File: src/rtl/core/sbr_pkg.sv
`timescale 1ns / 1ps
`default_nettype none

package sbr_pkg;

    localparam int LANES      = 4;
    localparam int LANE_W     = 2;
    localparam int WORD_BITS  = 16;
    localparam int WARP_W     = 3;
    localparam int STACK_LOG2 = 3;
    localparam int CNT_W      = STACK_LOG2 + 1;
    localparam int ROW_W      = WARP_W + STACK_LOG2 - 1;
    localparam int ROWS       = 1 << ROW_W;
    localparam int WARPS      = 1 << WARP_W;
    localparam int LCNT_W     = 3;

    localparam logic [5:0] OP_JMPI  = 6'h1b;
    localparam logic [5:0] OP_JMPR  = 6'h1c;
    localparam logic [5:0] OP_JALI  = 6'h1d;
    localparam logic [5:0] OP_JALR  = 6'h1e;
    localparam logic [5:0] OP_JALIS = 6'h20;
    localparam logic [5:0] OP_JALRS = 6'h21;
    localparam logic [5:0] OP_JMPRT = 6'h22;
    localparam logic [5:0] OP_SPAWN = 6'h3a;
    localparam logic [5:0] OP_SPLIT = 6'h3b;
    localparam logic [5:0] OP_JOIN  = 6'h3c;

    typedef struct packed {
        logic pc_dest;
        logic pc_imm;
        logic mask_lanes;
        logic mask_one;
        logic split;
        logic join_op;
    } sbr_ctrl_t;

    typedef struct packed {
        logic [WARP_W-1:0]    warp_id;
        logic [WORD_BITS-1:0] cur_pc;
        logic [LANES-1:0]     active;
        logic [LANES-1:0]     pred;
        logic                 taken;
        logic [WORD_BITS-1:0] dest_val;
        logic [WORD_BITS-1:0] imm_target;
        logic [LANES-1:0]     lane_mask;
        logic [LANES-1:0]     wb_mask;
        logic [5:0]           wb_reg;
        logic                 spawn;
        logic [WORD_BITS-1:0] spawn_target;
        sbr_ctrl_t            ctrl;
    } sbr_item_t;

    typedef struct packed {
        logic                 ft;
        logic [LANES-1:0]     mask;
        logic [WORD_BITS-1:0] pc;
    } sbr_entry_t;

    typedef struct packed {
        logic [WARP_W-1:0]    warp_id;
        logic [WORD_BITS-1:0] next_pc;
        logic [LANES-1:0]     next_active;
        logic [LANES-1:0]     wb_mask;
        logic [5:0]           wb_reg;
        logic [WORD_BITS-1:0] wb_value;
        logic                 spawn;
        logic [WORD_BITS-1:0] spawn_target;
    } sbr_result_t;

endpackage

`default_nettype wire

File: src/rtl/core/sbr_front.sv
`timescale 1ns / 1ps
`default_nettype none

module sbr_front
    import sbr_pkg::*;
(
    input  wire logic                        clk,
    input  wire logic                        rst_n,
    input  wire logic                        push,
    output logic                             full,
    input  wire logic [WARP_W-1:0]           warp_id,
    input  wire logic [WORD_BITS-1:0]        cur_pc,
    input  wire logic [LANES-1:0]            active_mask,
    input  wire logic [LANES-1:0]            pred_mask,
    input  wire logic [5:0]                  opcode,
    input  wire logic signed [WORD_BITS-1:0] immediate,
    input  wire logic                        has_dest,
    input  wire logic [5:0]                  dest_reg,
    input  wire logic [63:0]                 src0_lanes,
    input  wire logic [63:0]                 src1_lanes,
    output logic                             q_valid,
    output sbr_item_t                        q_item,
    input  wire logic                        q_pop
);

    sbr_item_t          item;
    logic [LANES-1:0]   sel;
    logic [LANE_W-1:0]  lane;
    logic [WORD_BITS-1:0] v0;
    logic [WORD_BITS-1:0] v1;
    logic [LCNT_W-1:0]  lanes_val;

    sbr_item_t  q_reg [2];
    logic       wr_ptr_reg;
    logic       rd_ptr_reg;
    logic [1:0] cnt_reg;
    logic [1:0] cnt_next;
    logic       do_push;

    always_comb
    begin
        sel  = active_mask & pred_mask;
        lane = '0;
        for (int i = LANES - 1; i >= 0; i--)
        begin
            if (sel[i])
            begin
                lane = LANE_W'(i);
            end
        end
        v0 = src0_lanes[lane * WORD_BITS +: WORD_BITS];
        v1 = src1_lanes[lane * WORD_BITS +: WORD_BITS];
        lanes_val = opcode[0] ? v1[LCNT_W-1:0] : v0[LCNT_W-1:0];

        item.warp_id    = warp_id;
        item.cur_pc     = cur_pc;
        item.active     = active_mask;
        item.pred       = pred_mask;
        item.taken      = (sel != '0);
        item.dest_val   = (opcode == OP_JALRS) ? v1 : v0;
        item.imm_target = cur_pc + $unsigned(immediate);
        if (lanes_val >= LCNT_W'(LANES))
        begin
            item.lane_mask = '1;
        end
        else
        begin
            item.lane_mask = LANES'((5'd1 << lanes_val) - 5'd1);
        end
        item.wb_mask      = has_dest ? sel : '0;
        item.wb_reg       = dest_reg;
        item.spawn        = (opcode == OP_SPAWN);
        item.spawn_target = v0;

        item.ctrl.pc_dest    = opcode inside {OP_JMPR, OP_JALR, OP_JALRS, OP_JMPRT};
        item.ctrl.pc_imm     = opcode inside {OP_JMPI, OP_JALI, OP_JALIS};
        item.ctrl.mask_lanes = opcode inside {OP_JALIS, OP_JALRS};
        item.ctrl.mask_one   = (opcode == OP_JMPRT);
        item.ctrl.split      = (opcode == OP_SPLIT);
        item.ctrl.join_op    = (opcode == OP_JOIN);
    end

    // two-entry queue toward the back end
    assign full    = (cnt_reg == 2'd2);
    assign q_valid = (cnt_reg != 2'd0);
    assign q_item  = q_reg[rd_ptr_reg];
    assign do_push = push && !full;

    always_comb
    begin
        cnt_next = cnt_reg;
        if (do_push && !q_pop)
        begin
            cnt_next = cnt_reg + 2'd1;
        end
        else if (!do_push && q_pop)
        begin
            cnt_next = cnt_reg - 2'd1;
        end
    end

    always_ff @(posedge clk or negedge rst_n)
    begin
        if (!rst_n)
        begin
            wr_ptr_reg <= 1'b0;
            rd_ptr_reg <= 1'b0;
            cnt_reg    <= 2'd0;
        end
        else
        begin
            cnt_reg <= cnt_next;
            if (do_push)
            begin
                wr_ptr_reg <= !wr_ptr_reg;
            end
            if (q_pop)
            begin
                rd_ptr_reg <= !rd_ptr_reg;
            end
        end
    end

    always_ff @(posedge clk)
    begin
        if (do_push)
        begin
            q_reg[wr_ptr_reg] <= item;
        end
    end

endmodule

`default_nettype wire

File: src/rtl/core/sbr_back.sv
`timescale 1ns / 1ps
`default_nettype none

module sbr_back
    import sbr_pkg::*;
(
    input  wire logic       clk,
    input  wire logic       rst_n,
    input  wire logic       q_valid,
    input  wire sbr_item_t  q_item,
    output logic            q_pop,
    output logic            empty,
    input  wire logic       pop,
    output sbr_result_t     result
);

    // stack split into even and odd slot banks: a split writes one of each while both slots fit
    sbr_entry_t mem_even [ROWS];
    sbr_entry_t mem_odd  [ROWS];
    logic [ROWS-1:0] val_even_reg;
    logic [ROWS-1:0] val_odd_reg;
    logic [CNT_W-1:0] depth_reg [WARPS];

    logic       b_valid_reg;
    sbr_item_t  b_item_reg;
    logic [CNT_W-1:0] b_depth_reg;
    logic       b_bank_reg;
    sbr_entry_t rd_even_reg;
    sbr_entry_t rd_odd_reg;
    logic       v_even_reg;
    logic       v_odd_reg;
    logic       fwd_even_reg;
    logic       fwd_odd_reg;
    sbr_entry_t fwd_even_data_reg;
    sbr_entry_t fwd_odd_data_reg;

    logic b_fire;
    logic ofull;
    logic [CNT_W-1:0] d_upd;
    logic [CNT_W-1:0] d_rd;
    logic [STACK_LOG2-1:0] top_slot;
    logic [ROW_W-1:0] rd_row;

    logic [CNT_W-1:0] ot_cnt;
    logic ft_en;
    logic ot_en;
    sbr_entry_t ft_e;
    sbr_entry_t ot_e;
    logic we_even;
    logic we_odd;
    logic [ROW_W-1:0] wa_even;
    logic [ROW_W-1:0] wa_odd;
    sbr_entry_t wd_even;
    sbr_entry_t wd_odd;

    sbr_entry_t top_even;
    sbr_entry_t top_odd;
    sbr_entry_t top;
    sbr_result_t res;

    sbr_result_t oq_reg [2];
    logic       owr_reg;
    logic       ord_reg;
    logic [1:0] ocnt_reg;
    logic       do_pop;

    assign ofull  = (ocnt_reg == 2'd2);
    assign b_fire = b_valid_reg && !ofull;
    assign q_pop  = q_valid && (!b_valid_reg || b_fire);

    always_comb
    begin
        d_upd = b_depth_reg;
        if (b_item_reg.ctrl.split)
        begin
            d_upd = b_depth_reg + CNT_W'(2);
        end
        else if (b_item_reg.ctrl.join_op)
        begin
            d_upd = b_depth_reg - CNT_W'(1);
        end

        d_rd = depth_reg[q_item.warp_id];
        if (b_fire && b_item_reg.warp_id == q_item.warp_id)
        begin
            d_rd = d_upd;
        end
        top_slot = STACK_LOG2'(d_rd - CNT_W'(1));
        rd_row   = {q_item.warp_id, top_slot[STACK_LOG2-1:1]};
    end

    // split writes
    always_comb
    begin
        ot_cnt = b_depth_reg + CNT_W'(1);
        ft_en  = b_fire && b_item_reg.ctrl.split && !b_depth_reg[CNT_W-1];
        ot_en  = b_fire && b_item_reg.ctrl.split && !ot_cnt[CNT_W-1];
        ft_e.ft   = 1'b1;
        ft_e.mask = b_item_reg.active;
        ft_e.pc   = '0;
        ot_e.ft   = 1'b0;
        ot_e.mask = b_item_reg.active & ~b_item_reg.pred;
        ot_e.pc   = b_item_reg.cur_pc;

        we_even = 1'b0;
        we_odd  = 1'b0;
        wa_even = {b_item_reg.warp_id, b_depth_reg[STACK_LOG2-1:1]};
        wa_odd  = wa_even;
        wd_even = ft_e;
        wd_odd  = ft_e;
        if (ft_en && !b_depth_reg[0])
        begin
            we_even = 1'b1;
        end
        if (ft_en && b_depth_reg[0])
        begin
            we_odd = 1'b1;
        end
        if (ot_en && !ot_cnt[0])
        begin
            we_even = 1'b1;
            wa_even = {b_item_reg.warp_id, ot_cnt[STACK_LOG2-1:1]};
            wd_even = ot_e;
        end
        if (ot_en && ot_cnt[0])
        begin
            we_odd = 1'b1;
            wa_odd = {b_item_reg.warp_id, ot_cnt[STACK_LOG2-1:1]};
            wd_odd = ot_e;
        end
    end

    always_ff @(posedge clk)
    begin
        if (we_even)
        begin
            mem_even[wa_even] <= wd_even;
        end
        if (q_pop)
        begin
            rd_even_reg <= mem_even[rd_row];
        end
    end

    always_ff @(posedge clk)
    begin
        if (we_odd)
        begin
            mem_odd[wa_odd] <= wd_odd;
        end
        if (q_pop)
        begin
            rd_odd_reg <= mem_odd[rd_row];
        end
    end

    always_ff @(posedge clk)
    begin
        if (q_pop)
        begin
            b_item_reg        <= q_item;
            b_depth_reg       <= d_rd;
            b_bank_reg        <= top_slot[0];
            fwd_even_data_reg <= wd_even;
            fwd_odd_data_reg  <= wd_odd;
        end
    end

    always_ff @(posedge clk or negedge rst_n)
    begin
        if (!rst_n)
        begin
            b_valid_reg  <= 1'b0;
            val_even_reg <= '0;
            val_odd_reg  <= '0;
            v_even_reg   <= 1'b0;
            v_odd_reg    <= 1'b0;
            fwd_even_reg <= 1'b0;
            fwd_odd_reg  <= 1'b0;
            for (int w = 0; w < WARPS; w++)
            begin
                depth_reg[w] <= '0;
            end
        end
        else
        begin
            if (q_pop)
            begin
                b_valid_reg <= 1'b1;
            end
            else if (b_fire)
            begin
                b_valid_reg <= 1'b0;
            end
            if (q_pop)
            begin
                v_even_reg   <= val_even_reg[rd_row];
                v_odd_reg    <= val_odd_reg[rd_row];
                fwd_even_reg <= we_even && (wa_even == rd_row);
                fwd_odd_reg  <= we_odd && (wa_odd == rd_row);
            end
            if (we_even)
            begin
                val_even_reg[wa_even] <= 1'b1;
            end
            if (we_odd)
            begin
                val_odd_reg[wa_odd] <= 1'b1;
            end
            if (b_fire)
            begin
                depth_reg[b_item_reg.warp_id] <= d_upd;
            end
        end
    end

    // execute
    always_comb
    begin
        top_even = fwd_even_reg ? fwd_even_data_reg : (v_even_reg ? rd_even_reg : '0);
        top_odd  = fwd_odd_reg ? fwd_odd_data_reg : (v_odd_reg ? rd_odd_reg : '0);
        top      = b_bank_reg ? top_odd : top_even;

        res.warp_id     = b_item_reg.warp_id;
        res.next_pc     = b_item_reg.cur_pc;
        res.next_active = b_item_reg.active;
        if (b_item_reg.taken)
        begin
            if (b_item_reg.ctrl.pc_dest)
            begin
                res.next_pc = b_item_reg.dest_val;
            end
            else if (b_item_reg.ctrl.pc_imm)
            begin
                res.next_pc = b_item_reg.imm_target;
            end
            else if (b_item_reg.ctrl.join_op && !top.ft)
            begin
                res.next_pc = top.pc;
            end

            if (b_item_reg.ctrl.mask_lanes)
            begin
                res.next_active = b_item_reg.lane_mask;
            end
            else if (b_item_reg.ctrl.mask_one)
            begin
                res.next_active = LANES'(1);
            end
            else if (b_item_reg.ctrl.split)
            begin
                res.next_active = b_item_reg.active & b_item_reg.pred;
            end
            else if (b_item_reg.ctrl.join_op)
            begin
                res.next_active = top.mask;
            end
        end
        res.wb_mask      = b_item_reg.wb_mask;
        res.wb_reg       = b_item_reg.wb_reg;
        res.wb_value     = b_item_reg.cur_pc;
        res.spawn        = b_item_reg.spawn;
        res.spawn_target = b_item_reg.spawn_target;
    end

    // result queue
    assign empty  = (ocnt_reg == 2'd0);
    assign result = oq_reg[ord_reg];
    assign do_pop = pop && !empty;

    always_ff @(posedge clk or negedge rst_n)
    begin
        if (!rst_n)
        begin
            owr_reg  <= 1'b0;
            ord_reg  <= 1'b0;
            ocnt_reg <= 2'd0;
        end
        else
        begin
            if (b_fire && !do_pop)
            begin
                ocnt_reg <= ocnt_reg + 2'd1;
            end
            else if (!b_fire && do_pop)
            begin
                ocnt_reg <= ocnt_reg - 2'd1;
            end
            if (b_fire)
            begin
                owr_reg <= !owr_reg;
            end
            if (do_pop)
            begin
                ord_reg <= !ord_reg;
            end
        end
    end

    always_ff @(posedge clk)
    begin
        if (b_fire)
        begin
            oq_reg[owr_reg] <= res;
        end
    end

    a_pop_valid: assert property (@(posedge clk) disable iff (!rst_n)
        q_pop |-> q_valid)
        else $error("queue popped while empty");

    a_ocnt: assert property (@(posedge clk) disable iff (!rst_n)
        ocnt_reg != 2'd3)
        else $error("result queue overrun");

    a_split_write: assert property (@(posedge clk) disable iff (!rst_n)
        (b_fire && b_item_reg.ctrl.split && !b_depth_reg[CNT_W-1]) |-> (we_even || we_odd))
        else $error("split lost its fallthrough entry");

    a_depth: assert property (@(posedge clk) disable iff (!rst_n)
        (b_fire && b_item_reg.ctrl.split) |=>
        depth_reg[$past(b_item_reg.warp_id)] == $past(d_upd))
        else $error("stack depth not updated on split");

endmodule

`default_nettype wire

File: src/rtl/core/simt_branch_unit_reconvergence_unit.sv
`timescale 1ns / 1ps
`default_nettype none

// SIMT branch unit with a per-warp reconvergence stack. One warp instruction
// per cycle can be pushed unless full; a front end picks the lowest active and
// predicated lane and classifies the opcode, a two-entry queue decouples it
// from the back end, which reads the top stack entry (registered read,
// forwarded from the previous transaction), resolves next pc / mask and updates
// the stack. Results appear in order through a two-entry output queue.
// Throughput is one transaction per cycle while it is not full, set by the
// single stack update per cycle in the back end. No clearing pass after reset.
module simt_branch_unit_reconvergence_unit
    import sbr_pkg::*;
(
    input  wire logic                        clk,
    input  wire logic                        rst_n,
    input  wire logic                        push,
    output logic                             full,
    input  wire logic [WARP_W-1:0]           warp_id,
    input  wire logic [WORD_BITS-1:0]        cur_pc,
    input  wire logic [LANES-1:0]            active_mask,
    input  wire logic [LANES-1:0]            pred_mask,
    input  wire logic [5:0]                  opcode,
    input  wire logic signed [WORD_BITS-1:0] immediate,
    input  wire logic                        has_dest,
    input  wire logic [5:0]                  dest_reg,
    input  wire logic [63:0]                 src0_lanes,
    input  wire logic [63:0]                 src1_lanes,
    output logic                             empty,
    input  wire logic                        pop,
    output logic [WARP_W-1:0]                out_warp_id,
    output logic [WORD_BITS-1:0]             next_pc,
    output logic [LANES-1:0]                 next_active,
    output logic [LANES-1:0]                 wb_mask,
    output logic [5:0]                       wb_reg,
    output logic [WORD_BITS-1:0]             wb_value,
    output logic                             spawn,
    output logic [WORD_BITS-1:0]             spawn_target
);

    logic        q_valid;
    logic        q_pop;
    sbr_item_t   q_item;
    sbr_result_t result;

    sbr_front u_front (
        .clk         (clk),
        .rst_n       (rst_n),
        .push        (push),
        .full        (full),
        .warp_id     (warp_id),
        .cur_pc      (cur_pc),
        .active_mask (active_mask),
        .pred_mask   (pred_mask),
        .opcode      (opcode),
        .immediate   (immediate),
        .has_dest    (has_dest),
        .dest_reg    (dest_reg),
        .src0_lanes  (src0_lanes),
        .src1_lanes  (src1_lanes),
        .q_valid     (q_valid),
        .q_item      (q_item),
        .q_pop       (q_pop)
    );

    sbr_back u_back (
        .clk     (clk),
        .rst_n   (rst_n),
        .q_valid (q_valid),
        .q_item  (q_item),
        .q_pop   (q_pop),
        .empty   (empty),
        .pop     (pop),
        .result  (result)
    );

    assign out_warp_id  = result.warp_id;
    assign next_pc      = result.next_pc;
    assign next_active  = result.next_active;
    assign wb_mask      = result.wb_mask;
    assign wb_reg       = result.wb_reg;
    assign wb_value     = result.wb_value;
    assign spawn        = result.spawn;
    assign spawn_target = result.spawn_target;

endmodule

`default_nettype wire
File: config.mk
export PLATFORM = sky130hd
export DESIGN_NAME = simt_branch_unit_reconvergence_unit
export DESIGN_NICKNAME = d
export VERILOG_FILES = /design/src/rtl/core/sbr_pkg.sv /design/src/rtl/core/sbr_front.sv /design/src/rtl/core/sbr_back.sv /design/src/rtl/core/simt_branch_unit_reconvergence_unit.sv
export SDC_FILE = /design/constraint.sdc
export NUM_CORES = 2
export LEC_CHECK = 0
export BUFFER_PORTS_ARGS = -buffer_cell sky130_fd_sc_hd__buf_2
export CELL_PAD_IN_SITES_DETAIL_PLACEMENT = 0
export CELL_PAD_IN_SITES_GLOBAL_PLACEMENT = 1
export CORE_ASPECT_RATIO = 0.6
export CORE_UTILIZATION = 40
export DETAILED_ROUTE_END_ITERATION = 10
export GPL_TIMING_DRIVEN = 1
export PLACE_DENSITY_LB_ADDON = 0.1
export SLEW_MARGIN = 20
export SYNTH_ARGS = -nofsm -noshare
export SYNTH_HDL_FRONTEND = slang
export SYNTH_HIERARCHICAL = 1
export SYNTH_SLANG_ARGS = --single-unit
File: constraint.sdc
create_clock -name clk -period 9.3 [get_ports clk]
set_clock_uncertainty 0.2 [all_clocks]
set_input_delay 1.86 -clock clk [delete_from_list [all_inputs] [get_ports clk]]
set_output_delay 1.86 -clock clk [all_outputs]
set_load 0.02 [all_outputs]
==> impl_metrics.tcl <==
set metrics [dict create \
    rsz0062_at_grt "false" \
    syn_inst 5224 \
    syn_area_sq_um 81200 \
    synth.top_cell.area_share_pct 68.6 \
    antenna_left 0 \
    drt_wl_total_mm 258 \
    start_util_pct 40.5 \
    seqCellArea_sq_um 58500 \
    track_usage_pct 24.7 \
    yosysWarnings 6 \
    viasPerCell 5.83 \
    clock_path_buffers 4 \
    layout_commonest_cell "edfxtp_1" \
    cp_slowest_cell "dfrtp_4" \
    htree_num_levels 4 \
    portBuffers 255 \
    max_freq_ghz 0.135 \
    synth_top_area_cell "edfxtp_1" \
    dieHeight_um 351 \
    drc 0 \
    nets 5713 \
    worst_pin_slew_ns 1.15 \
    numCtsBuffers 193 \
    relSlewSlack_pct 23.6 \
    grt_pass1_vias 46205 \
    crit_start "u_front/rd_ptr_reg$_DFFE_PN0P_" \
    cts_tree "built" \
    synth_seq_area_share_pct 72.0 \
    hold_violations 0 \
    coreArea_sq_um 201000 \
    filler_cell_count 17563 \
    antenna_found_initial 32 \
    grt_overflow 0 \
    ys_async_sr_fraction_pct 5.55 \
    yosysUniqueCellTypes 81 \
    syn_avg_cell_area_sq_um 15.5 \
    slew_violations 0 \
    status "finished, final reports clean" \
    firstDrtPassIters 5 \
    min_period_over_period_pct 79.4 \
    synth_ff_type "edfxtp_1" \
    drive_gt1_share_pct 22.9 \
    worst_ep_arrival_time_ns 7.68 \
    critical_path.max_fanout 41 \
    vias 48760 \
    cts_root_buf "clkbuf_16" \
    synth_seq_cells 1965 \
    reg2reg_from "u_front/rd_ptr_reg$_DFFE_PN0P_" \
    synth-edff-count 1856 \
    clock_sinks 1965 \
    place_hpwl_mm 158 \
    cap_viol_max_count 0 \
    hp-class "reg2reg" \
    cts.repair.resized 0 \
    postCtsHoldBufs 0 \
    grt_max_degree 171 \
    multi_input_area_sq_um 21400 \
    start_kind "register" \
    setup_viol 0 \
    finalCriticalPeriod_ns 7.38 \
    wire_per_inst_um 30.9 \
    syn2layout_area_growth_pct 13.5 \
    cp_data_required_time_ns 9.60 \
    crit_chain "mux2_4, xnor2_1, and3_1, nand2_4, o21ai_0, ha_1, inv_1, or4_1, o211ai_4, nand2_2, buf_4, o221a_2, a22oi_1, o211ai_1" \
    hold_path_startpoint "u_back/b_item_reg[30]$_DFFE_PP_" \
    fin_setup_tns_ns 0 \
    grt_pass1_wl_mm 359 \
    die_x_um 584 \
    rows 127 \
    drtIter0Drc 6357 \
    gp_congestion 0.819 \
    yosys-top-cells-area "edfxtp_1 69%, mux2_2 3.7%, dfrtp_1 3.4%" \
    end_kind "register" \
    path_clk_slew_ns 0.06 \
    criticalPathCategory "reg2reg" \
    io_pins 256 \
    max_stage_delay_ns 0.85 \
    dieArea_sq_um 205000 \
    clk_latency_ns 0.84 \
    synth_fp_nets 5437 \
    postCtsSetupBuffers 0 \
    final_cell_mix "1856 x edfxtp_1, 577 x nand2_1, 264 x mux2_2, 260 x mux2i_1, 258 x o21ai_0" \
]
-- area by class of cell --
type                       count  share of cell area [%]
sequential                  1965                    63.4
multi-input combinational   2875                    23.2
clock buffer                 243                    5.64
tap                         2709                    3.68
timing repair buffer         435                    3.03
clock inverter               100                   0.881
inverter                      30                   0.130
antenna                        4                  0.0109
-- through the flow --
stage          hold slack, ns  setup WS (ns)  std cells  area [sq um]  util (%)
6_report                0.244           1.92       8361         92200      45.9
5_1_grt                 0.256           1.74       8357         92200      45.9
4_1_cts                 0.245           2.03       8353         92100      45.9
3_5_place_dp            0.230           2.06       8010         86100      42.9
3_3_place_gp            0.222           2.19       8009         86100      42.9
2_1_floorplan           0.221           2.56       5224         81200         -
-- synth_stat cells, types with 11 or more instances --
library cell,count
clkbuf_1,220
nand3_1,14
o21ai_0,258
o221a_2,28
a221oi_1,22
dfrtp_1,109
edfxtp_1,1856
buf_4,23
a311oi_1,15
mux2i_1,261
or2_2,65
buf_6,17
and2_1,22
inv_1,29
a22oi_1,108
xnor2_1,31
nor3b_1,87
o211ai_1,54
nor4_1,42
nor3_1,25
buf_2,84
mux4_2,102
a21o_1,19
ha_1,24
o31ai_1,83
and3_1,140
a211oi_1,29
mux2_2,267
a32oi_1,86
a21oi_1,228
o221a_1,14
nand2_1,583
nor2_1,131
o21ai_1,11
a31oi_1,18
-- path summary, 6_finish.rpt --
| check | slack [ns] | end | cells after the start |
|---|---|---|---|
| setup / recovery | 1.92 | u_back/rd_odd_reg[11]$_DFFE_PP_ | 14 |
| hold / removal | 0.24 | u_back/oq_reg[0][40]$_DFFE_PP_ | 0 |
| setup reg to reg | 1.92 | u_back/rd_odd_reg[11]$_DFFE_PP_ | 14 |
| hold reg to reg | 0.24 | u_back/oq_reg[0][40]$_DFFE_PP_ | 0 |
| max in group asynchronous | 6.68 | u_back/ord_reg$_DFFE_PN0P_ | 2 |
| min in group asynchronous | 0.91 | u_front/wr_ptr_reg$_DFFE_PN0P_ | 1 |
-- kinds of logic (layout without fill, tap and decap cells) --
logic type / Yosys count / after routing / synth area share, %
AOI/OAI and AO/OA: 1027 / 1027 / 8.44
xor gates and xnor gates: 40 / 40 / 0.441
adders and majority gates: 25 / 25 / 0.394
buffers and inverters: 384 / 808 / 2.17
DFF: 1965 / 1965 / 72.0
muxes: 634 / 634 / 9.83
other: 0 / 4 / 0
and+or+nand+nor: 1149 / 1149 / 6.75
-- worst max-delay path, delay by kind of cell, from the launching register on --
kind / cells / cell delay (ns)
DFF: 1 / 0.85
and+or+nand+nor: 4 / 2.20
AOI/OAI and AO/OA: 5 / 1.47
xor gates and xnor gates: 1 / 0.27
adders and majority gates: 1 / 0.41
muxes: 1 / 0.79
buffers and inverters: 2 / 0.76
-- routing by layer --
metal	routed length (um)	track usage (%)	vias up
met5	0	0	-
met4	3960	4.08	0
met3	24500	6.05	267
met2	102000	32.4	2081
met1	128000	40.9	25467
li1	-	-	20945
Power is not shown: default switching activity piles up to over one toggle a cycle in this logic, so the estimate is an artifact.
